### src/rtl/snns_pkg.sv
// Shared constants for the 5-smooth neighbor search block.
// No dependencies.
package snns_pkg;

    localparam int VALUE_BITS_DEF  = 32;
    localparam int TABLE_DEPTH_DEF = 2048;

    localparam int QUERY_W  = 32;
    localparam int WIDE_W   = 33;
    localparam int NARROW_W = 32;

endpackage

### src/rtl/snns_search.sv
// Query engine: two binary searches over the table RAM in lockstep, neighbor
// fetch, candidate select and nearest compare. Depends on snns_pkg.
module snns_search #(
    parameter int VALUE_BITS = snns_pkg::VALUE_BITS_DEF,
    parameter int DEPTH      = snns_pkg::TABLE_DEPTH_DEF,
    localparam int AW        = $clog2(DEPTH),
    localparam int CW        = $clog2(DEPTH + 1),
    localparam int EW        = VALUE_BITS + 1
) (
    input  logic                           i_clk,
    input  logic                           i_rst_n,
    input  logic                           i_tbl_ready,
    input  logic [CW-1:0]                  i_count,
    input  logic [EW-1:0]                  i_last,
    input  logic                           i_start,
    output logic                           o_busy,
    input  logic [snns_pkg::QUERY_W-1:0]   i_query_value,
    output logic [AW-1:0]                  o_raddr_a,
    output logic [AW-1:0]                  o_raddr_b,
    input  logic [EW-1:0]                  i_rdata_a,
    input  logic [EW-1:0]                  i_rdata_b,
    output logic                           o_valid,
    output logic [snns_pkg::WIDE_W-1:0]    o_next_larger,
    output logic [snns_pkg::NARROW_W-1:0]  o_next_smaller,
    output logic [snns_pkg::WIDE_W-1:0]    o_nearest_smooth,
    output logic [snns_pkg::WIDE_W-1:0]    o_next_larger_even,
    output logic [snns_pkg::NARROW_W-1:0]  o_next_smaller_even,
    output logic [snns_pkg::WIDE_W-1:0]    o_nearest_even,
    output logic                           o_query_is_smooth
);

    localparam int XW = CW + 1;
    localparam int BW = $clog2(CW);
    localparam int WW = snns_pkg::WIDE_W;
    localparam int NW = snns_pkg::NARROW_W;
    localparam logic [1:0] FETCH_LAST = 2'd2;
    localparam logic [EW-1:0] ONE = EW'(1);

    typedef enum logic [5:0] {
        S_IDLE  = 6'b000001,
        S_SRCH  = 6'b000010,
        S_FETCH = 6'b000100,
        S_TAIL  = 6'b001000,
        S_SEL   = 6'b010000,
        S_CALC  = 6'b100000
    } t_srch_state;

    t_srch_state     r_state, n_state;
    logic [VALUE_BITS-1:0] r_q, r_h;
    logic            r_qc_odd;
    logic [CW-1:0]   r_pos_a, r_pos_b;
    logic [XW-1:0]   r_cand_a, r_cand_b;
    logic            r_inr_a, r_inr_b, r_probe;
    logic [BW-1:0]   r_bit;
    logic [1:0]      r_k;
    logic [EW-1:0]   r_au, r_a1, r_a2, r_bu, r_b1, r_b2;
    logic [EW-1:0]   r_up, r_floor, r_down, r_upe, r_downe;
    logic            r_hf, r_hit;
    logic            r_valid;
    logic [WW-1:0]   r_o_nl, r_o_near, r_o_nle, r_o_neare;
    logic [NW-1:0]   r_o_ns, r_o_nse;
    logic            r_o_hit;

    logic            w_acc, w_shift;
    logic [EW-1:0]   w_qx, w_qc;
    logic            w_ok_a, w_ok_b, w_last_step;
    logic [CW-1:0]   w_pos_a, w_pos_b;
    logic [BW-1:0]   w_bit_nx;
    logic [XW-1:0]   w_cand_a, w_cand_b, w_cm1_a, w_cm1_b;
    logic            w_hit, w_hf, w_ex;
    logic [EW-1:0]   w_up, w_down, w_upe, w_downe, w_t;
    logic [EW-1:0]   w_rq, w_d_up, w_d_fl, w_d_ue, w_d_de, w_near, w_neare;

    assign o_busy = !i_tbl_ready || (r_state != S_IDLE);
    assign w_acc  = i_start && !o_busy;

    always_comb begin
        w_qx = EW'(i_query_value[VALUE_BITS-1:0]);
        w_qc = (w_qx <= i_last) ? w_qx : i_last + ONE;

        // one probe per port per cycle
        w_ok_a      = r_inr_a && (i_rdata_a <= EW'(r_q));
        w_ok_b      = r_inr_b && (i_rdata_b <= EW'(r_h));
        w_pos_a     = (r_probe && w_ok_a) ? r_cand_a[CW-1:0] : r_pos_a;
        w_pos_b     = (r_probe && w_ok_b) ? r_cand_b[CW-1:0] : r_pos_b;
        w_last_step = r_probe && (r_bit == '0);
        w_bit_nx    = r_probe ? r_bit - BW'(1) : r_bit;
        w_cand_a    = XW'(w_pos_a) + (XW'(1) << w_bit_nx);
        w_cand_b    = XW'(w_pos_b) + (XW'(1) << w_bit_nx);
        w_cm1_a     = w_cand_a - XW'(1);
        w_cm1_b     = w_cand_b - XW'(1);

        o_raddr_a = w_cm1_a[AW-1:0];
        o_raddr_b = w_cm1_b[AW-1:0];
        w_shift   = 1'b0;
        if (r_state == S_FETCH) begin
            o_raddr_a = r_pos_a[AW-1:0] - AW'(r_k);
            o_raddr_b = r_pos_b[AW-1:0] - AW'(r_k);
            w_shift   = (r_k != '0);
        end else if (r_state == S_TAIL) begin
            w_shift   = 1'b1;
        end

        // candidate select
        w_hf   = (r_pos_a != '0);
        w_hit  = w_hf && (r_a1 == EW'(r_q));
        w_up   = (r_pos_a < i_count) ? r_au : i_last;
        w_down = w_hit ? ((r_pos_a > CW'(1)) ? r_a2 : ONE) : (w_hf ? r_a1 : ONE);
        w_upe  = ((r_pos_b < i_count) && (r_bu <= EW'(i_last[EW-1:1])))
                 ? {r_bu[EW-2:0], 1'b0} : i_last;
        if (r_pos_b == '0) begin
            w_ex = 1'b0;
            w_t  = r_b1;
        end else if (r_qc_odd || (r_b1 != EW'(r_h))) begin
            w_ex = 1'b1;
            w_t  = r_b1;
        end else begin
            w_ex = (r_pos_b > CW'(1));
            w_t  = r_b2;
        end
        w_downe = w_ex ? {w_t[EW-2:0], 1'b0} : ONE;

        // nearest compare
        w_rq    = EW'(r_q);
        w_d_up  = (r_up > w_rq) ? r_up - w_rq : w_rq - r_up;
        w_d_fl  = w_rq - r_floor;
        w_d_ue  = (r_upe > w_rq) ? r_upe - w_rq : w_rq - r_upe;
        w_d_de  = (r_downe > w_rq) ? r_downe - w_rq : w_rq - r_downe;
        w_near  = (!r_hf || (w_d_up < w_d_fl)) ? r_up : r_floor;
        w_neare = (w_d_ue < w_d_de) ? r_upe : r_downe;

        n_state = r_state;
        unique case (r_state)
            S_IDLE:  n_state = w_acc ? S_SRCH : S_IDLE;
            S_SRCH:  n_state = w_last_step ? S_FETCH : S_SRCH;
            S_FETCH: n_state = (r_k == FETCH_LAST) ? S_TAIL : S_FETCH;
            S_TAIL:  n_state = S_SEL;
            S_SEL:   n_state = S_CALC;
            S_CALC:  n_state = S_IDLE;
            default: n_state = S_IDLE;
        endcase
    end

    always_ff @(posedge i_clk) begin
        if (!i_rst_n) begin
            r_state <= S_IDLE;
            r_valid <= 1'b0;
            r_probe <= 1'b0;
        end else begin
            r_state <= n_state;
            r_valid <= (r_state == S_CALC);
            if (w_acc) begin
                r_probe <= 1'b0;
            end else if (r_state == S_SRCH) begin
                r_probe <= 1'b1;
            end
        end

        if (w_acc) begin
            r_q      <= i_query_value[VALUE_BITS-1:0];
            r_h      <= w_qc[EW-1:1];
            r_qc_odd <= w_qc[0];
            r_pos_a  <= '0;
            r_pos_b  <= '0;
            r_bit    <= BW'(CW - 1);
        end else if (r_state == S_SRCH) begin
            r_pos_a  <= w_pos_a;
            r_pos_b  <= w_pos_b;
            r_bit    <= w_bit_nx;
            r_cand_a <= w_cand_a;
            r_cand_b <= w_cand_b;
            r_inr_a  <= (w_cand_a <= XW'(i_count));
            r_inr_b  <= (w_cand_b <= XW'(i_count));
        end

        if (r_state == S_FETCH) begin
            r_k <= r_k + 2'd1;
        end else begin
            r_k <= '0;
        end

        if (w_shift) begin
            r_a2 <= i_rdata_a;
            r_a1 <= r_a2;
            r_au <= r_a1;
            r_b2 <= i_rdata_b;
            r_b1 <= r_b2;
            r_bu <= r_b1;
        end

        if (r_state == S_SEL) begin
            r_up    <= w_up;
            r_floor <= r_a1;
            r_hf    <= w_hf;
            r_hit   <= w_hit;
            r_down  <= w_down;
            r_upe   <= w_upe;
            r_downe <= w_downe;
        end

        if (r_state == S_CALC) begin
            r_o_nl    <= WW'(r_up);
            r_o_ns    <= NW'(r_down);
            r_o_near  <= WW'(w_near);
            r_o_nle   <= WW'(r_upe);
            r_o_nse   <= NW'(r_downe);
            r_o_neare <= WW'(w_neare);
            r_o_hit   <= r_hit;
        end
    end

    assign o_valid             = r_valid;
    assign o_next_larger       = r_o_nl;
    assign o_next_smaller      = r_o_ns;
    assign o_nearest_smooth    = r_o_near;
    assign o_next_larger_even  = r_o_nle;
    assign o_next_smaller_even = r_o_nse;
    assign o_nearest_even      = r_o_neare;
    assign o_query_is_smooth   = r_o_hit;

endmodule

### config.mk
export PLATFORM = sky130hd
export DESIGN_NAME = snns_search
export DESIGN_NICKNAME = d
export VERILOG_FILES = /design/src/rtl/snns_pkg.sv /design/src/rtl/snns_search.sv
export SDC_FILE = /design/constraint.sdc
export NUM_CORES = 2
export LEC_CHECK = 0
export ABC_AREA = 1
export BUFFER_PORTS_ARGS = -buffer_cell sky130_fd_sc_hd__buf_2
export CORE_MARGIN = 2
export CORE_UTILIZATION = 50
export CTS_CLUSTER_SIZE = 8
export DETAILED_ROUTE_END_ITERATION = 8
export PLACE_DENSITY = 0.68
export SYNTH_ARGS = -nofsm -noshare
export SYNTH_HDL_FRONTEND = slang
export SYNTH_SLANG_ARGS = --single-unit
### constraint.sdc
create_clock -name i_clk -period 23.2 [get_ports i_clk]
set_clock_uncertainty 0.05 [all_clocks]
set_input_delay 6.96 -clock i_clk [delete_from_list [all_inputs] [get_ports i_clk]]
set_output_delay 6.96 -clock i_clk [all_outputs]
set_load 0.01 [all_outputs]
# == After elaboration in Yosys (flattened, before gate mapping) ==
# Cells that the tools add are included.
# word_totals
ff_bits,690
inputBits,147
output_inout_bits,221
elab_cells,128
# op_classes
addsub,16
magnitude_cmp,15
eq_ne,10
n_shift,1
mux,27
bitwise,2
reduce_logical,20
# ops
operator,count
$mux 33,7
$mux 32,6
$sub 32x33->33,4
$gt 33x32->1,3
$le 33x32->1,3
$sub 33x32->33,3
$lt 33x33->1,2
$add 33x1->33 const B,1
$eq 33x32->1,1
$le 32x33->1,1
$ne 33x32->1,1
$pmux 6 s5,1
$add 12x13->13,2
$le 13x12->1,2
$gt 12x1->1 const B,2
$lt 12x12->1,2
$mux 12,2
$mux 11,2
$sub 11x1->11 const B,2
$sub 11x2->11,2
$shl 1x4->13 const A,1
$logic_not 12->1,1
$reduce_bool 12->1,1
$logic_and 1x1->1,8
21 further kinds,31

# == Logic depth before layout (Yosys ltp) ==
# logic_depth
word_depth,7
ltp_mapped,36
mapped_depth_nobuf,35

# == Worst setup path before layout ==
# OpenSTA, ideal clock, no wires.
# synth_path
kind,input to output
from,input i_rdata_b[24]
to,output o_raddr_b[8]
arrival_time_ns,10.212
t_required_ns,16.190
setup_slack_ns,5.978
stages,22
n_path_buf,1
path_cell_list,ha_1 nand2_1 nor2_1 nand4_1 nor3_1 nand3_1 nand2_1 clkbuf_1 nand3_1 nand2_1 ha_1 fa_1 inv_1 ha_1 inv_1 nor2_1 inv_1 nor2_1 nand3_1 nor2_1 nand2_1 a31oi_1
# synth_between
elab_chain_cells,7
# synth_lines
item,line_no,text
start: declaration,snns_search.sv:21,"input logic [EW-1:0] i_rdata_b,"
$le 33x32->1,snns_search.sv:83,w_ok_b = r_inr_b && (i_rdata_b <= EW'(r_h));
$logic_and 1x1->1,snns_search.sv:83,
$logic_and 1x1->1,snns_search.sv:85,w_pos_b = (r_probe && w_ok_b) ? r_cand_b[CW-1:0] : r_pos_b;
$mux 12,snns_search.sv:85,
named net w_pos_b[0],snns_search.sv:67,"logic [CW-1:0] w_pos_a, w_pos_b;"
$add 12x13->13,snns_search.sv:89,w_cand_b = XW'(w_pos_b) + (XW'(1) << w_bit_nx);
named net w_cand_b[1],snns_search.sv:69,"logic [XW-1:0] w_cand_a, w_cand_b, w_cm1_a, w_cm1_b;"
$sub 11x1->11,snns_search.sv:91,w_cm1_b = w_cand_b - XW'(1);
$mux 11,snns_search.sv:96,if (r_state == S_FETCH) begin
end: declaration,snns_search.sv:19,"output logic [AW-1:0] o_raddr_b,"
# The timed path passes the listed nets, and every way through them passes these cells.

# == Worst setup path after layout ==
# layout_path
from,input i_rdata_a[30]
to,output o_raddr_a[10]
# layout_between
elab_chain_cells,7
# layout_lines
item,line_no,text
start: declaration,snns_search.sv:20,"input logic [EW-1:0] i_rdata_a,"
$le 33x32->1,snns_search.sv:82,w_ok_a = r_inr_a && (i_rdata_a <= EW'(r_q));
$logic_and 1x1->1,snns_search.sv:82,
$logic_and 1x1->1,snns_search.sv:84,w_pos_a = (r_probe && w_ok_a) ? r_cand_a[CW-1:0] : r_pos_a;
$mux 12,snns_search.sv:84,
named net w_pos_a[0],snns_search.sv:67,
$add 12x13->13,snns_search.sv:88,w_cand_a = XW'(w_pos_a) + (XW'(1) << w_bit_nx);
named net w_cand_a[4],snns_search.sv:69,
$sub 11x1->11,snns_search.sv:90,w_cm1_a = w_cand_a - XW'(1);
$mux 11,snns_search.sv:96,
end: declaration,snns_search.sv:18,"output logic [AW-1:0] o_raddr_a,"
# The timed path passes the listed nets, and every way through them passes these cells.

==> results.md <==
- Setup violators final: 0
- Initial core utilization: about half
- Setup slack after placement: 4.32 ns
- DRT antenna net count: 0
- Final WL: 201000 um
- Setup_tns: 0 ns
- Synthesized flop and latch total: 690
- Worst path bufs/invs: 4
- Die height: roughly 320 um
- Post CTS Setup Buffer Count: 0
- CP max-delay cell: nor2b_1
- Crit path arrival time: 12.02 ns
- Fin crit share: between 80 and 90%
- Placed Cells: approximately 7.7k
- Antenna violations before repair: 16
- RSZ-0062 raised after global routing: false
- Net Count, Synth: about 6.7k
- Unique masters post-synth: 67
- Total gr overflow: 0
- Pwr dens: roughly 62 nW/um^2
- Area of the die: ~100000 um^2
- Wirelength per Cell: 25.7 um
- Clock Latency Late Sink: about 0.70 ns
- R2r setup slk: roughly 16 ns
- Io pins: 368
- Leak Pwr: 25.7 nW
- Setup crit start kind: input port
- Post-synthesis sequential area ratio: 41.1%
- Die X: 319 um
- CP delay by family, top: simple AND/OR/NAND/NOR gates
- Reg2reg end: o_nearest_even[13]$_DFFE_PP_
- DRC: 0
- Final-report hold violation count: 0
- Total global-route track usage: around 39%
- DR vias: roughly 46k
- Reg clk slew, reported paths: 0.05 ns
- Max IR drop VDD: 0.0551 mV
- Layout area overhead: 12.2%
- FFs w/ async S/R, synth: 0%
- Input/output buffers: approximately 370
- Critical register-to-register path startpoint: r_q[8]$_DFFE_PP_
- Number of global-route vias before repair: 42.9k
- CP most frequent cell: nand2_1
- Std cell rows: 115
- Hold path start: r_down[11]$_DFFE_PN_
- FF/Latch Area: roughly 20000 um^2
- Non-filler cells, final: 7811
- Average size of a mapped cell: 8.12 um^2
- Most used DFF post-synth: edfxtp_1
- Period minus WS final: 19.03 ns
- CORE AREA: 98300 um^2
- H-Tree Depth: 3
- Largest net degree at the start of global routing: 153
- Fill cells: 9121
- Num CTS Buffers: 97
- Status: completed
- CTS tree: yes
- Clock root buffer: clkbuf_16
- Clk sinks: 690
- Crit path to: o_raddr_a[10]
- Final nets: 7139
- First DRT Iteration DRCs: ~6.2k
- Multi-input gate area: about 26000 um^2
- First-pass GRT wire length: 286000 um
- Vias/cell: 5.90
- DR pass1 iterations: 6
- CP peak stage delay: around 0.75 ns
- Final GP Congestion: 1.03
- Worst slew margin: 11.4%
- Clock Tree Buf Depth: 3
- Final WS setup: roughly 4.2 ns
- Cell depth of the worst setup path: 26
- Post-synth EDFFs: 652
- Detailed placer's ending HPWL: about 160000 um
- Reg2reg path depth: 23
- Cell count after synthesis: 6092
- Mapped Area: 49500 um^2
- Peak Freq: 52.6 MHz
- Synth warnings: 0
- Worst Tran Pin Value: 1.33 ns
- Required @ worst endpoint: 16.19 ns
- Max cap viols: 0
- Final slew viol count: 0
- Worst-path fanout max: 13
- Critical Path Sink Type: output port
- Resize count post-CTS: 0
- Critical path class: input port to output port
- Layout cells sized above 1: under 10%
- Hold/Removal Path Class: flop to flop
- CP Launch Point: i_rdata_a[30]
- Cts hold-fix bufs: 0
## power by group
group | internal (mW) | leakage (nW) | switching [mW] | total (mW)
clock network | 0.765 | 1.31 | 0.552 | 1.32
logic | 0.217 | 18.1 | 0.487 | 0.705
registers | 1.39 | 6.21 | 0.0206 | 1.41
total | 2.37 | 25.7 | 1.06 | 3.43
## flip-flops by register name (all words and copies together) (netlist names), 33 cells and up
signal and count:
o_nearest_even 33, o_nearest_smooth 33, o_next_larger 33, o_next_larger_even 33, r_a1 33, r_a2 33, r_au 33, r_b1 33
r_b2 33, r_bu 33, r_downe 33, r_floor 33, r_up 33, r_upe 33
## worst min-delay path by stage
stage	to	slack, ns	cells after the start
after floorplan	o_next_smaller[0]$_DFFE_PP_	0.35	0
after global placement	o_next_smaller[8]$_DFFE_PP_	0.35	0
after detailed placement	o_query_is_smooth$_DFFE_PP_	0.36	0
after CTS	o_query_is_smooth$_DFFE_PP_	0.37	0
after global routing	o_next_smaller[25]$_DFFE_PP_	0.37	0
final	o_next_smaller[11]$_DFFE_PP_	0.37	0
## layout make-up
class / instances / share of cell area (%)
timing repair buffer: 422 / 4.10
sequential: 690 / 36.6
clock inverter: 9 / 0.304
multi-input combinational: 4495 / 46.1
clock buffer: 125 / 4.62
inverter: 778 / 5.28
tap: 1287 / 2.90
antenna: 5 / 0.0225
## per-layer routing
layer,global-route usage [%],vias up,wire [um]
met3,8.87,402,23700
met2,56.6,2582,83300
li1,-,21300,-
met5,0,-,167
met1,54.5,21800,83800
met4,16.5,24,9460
## per-stage QoR
stage	utilization, %	hold slack, ns	total power [mW]	cell area [um^2]
after CTS	56.5	0.368	3.42	55500
after detailed placement	53.7	0.356	2.11	52800
after global placement	53.7	0.351	2.10	52800
final	56.5	0.367	3.43	55500
after floorplan	-	0.350	1.86	49500
after global routing	56.5	0.371	3.55	55500
## worst reg2reg max path, stage by stage (launching register included)
cell	delay, ns
edfxtp_1	0.90
inv_1	0.62
ha_1	0.65
nand2_1	0.18
o21ai_0	0.34
o21bai_4	0.22
nand2_2	0.08
nand2_2	0.10
nand2_2	0.09
nand2_2	0.06
buf_4	0.31
nand2_2	0.57
nand2_1	0.24
nand2_1	0.15
ha_1	0.33
nand2_1	0.07
nor2_1	0.15
nand4_1	0.12
nor4_1	0.53
o211ai_1	0.24
nand3_2	0.36
buf_4	0.45
nand2_1	0.13
o21ai_0	0.25
## cell usage after synthesis (3+ instances only)
library cell  number  share of area, %
nand2_1         1601                12
inv_1            769               5.8
edfxtp_1         652                40
a21oi_1          504               5.1
ha_1             497                13
nor2_1           483               3.7
nand3_1          371               3.8
o21ai_0          281               2.8
xor2_1           176               3.1
nand4_1          105               1.3
nor3_1            61              0.62
buf_2             50              0.51
xnor2_1           50              0.89
clkbuf_1          46              0.35
dfxtp_1           38               1.5
o21a_1            37              0.56
a21o_1            32              0.49
o21bai_1          30              0.46
o21ai_1           26              0.26
o211ai_1          24              0.36
nand2_2           22              0.28
nor4_1            22              0.28
or2_2             20              0.25
a31oi_1           19              0.24
nand3b_1          18              0.27
nor2_2            18              0.23
a21boi_0          15              0.23
clkbuf_2          12              0.12
fa_1              11              0.45
buf_4              9              0.14
a211oi_1           7              0.11
and3_1             6             0.076
buf_1              6             0.046
inv_2              6             0.046
buf_6              5              0.11
nor3b_1            5             0.076
a32oi_1            4             0.071
nand3_2            4             0.081
o2111ai_1          4             0.071
and2_1             3             0.038
nor3_2             3             0.061
o221a_2            3             0.068
o22ai_1            3             0.038
o31ai_1            3             0.046
## cells by family (layout without fill, tap and decap cells)
group / count (synthesis) / count (layout) / synth area share (%)
adder cells (fa/ha/maj): 508 / 508 / 13.0
AO/OA/AOI/OAI: 1004 / 1004 / 11.2
XOR/XNOR: 226 / 226 / 4.00
multiplexers: 2 / 2 / 0.0405
AND/OR/NAND/NOR: 2755 / 2755 / 23.4
other: 0 / 5 / 0
flip-flops: 690 / 690 / 41.1
buffers and inverters: 907 / 1334 / 7.22
## placed cells by master (no fill, tap or decap), types with 37 or more instances in the layout
cell and count:
nor3_1 60, nand4_1 105, xor2_1 176, ha_1 497
buf_4 53, dfxtp_1 38, xnor2_1 50, inv_1 767
clkbuf_16 98, nand3_1 370, nor2_1 482, a21oi_1 504
edfxtp_1 652, o21a_1 37, buf_2 367, o21ai_0 280
nand2_1 1601
No activity file was read; power rests on OpenSTA's default activity.
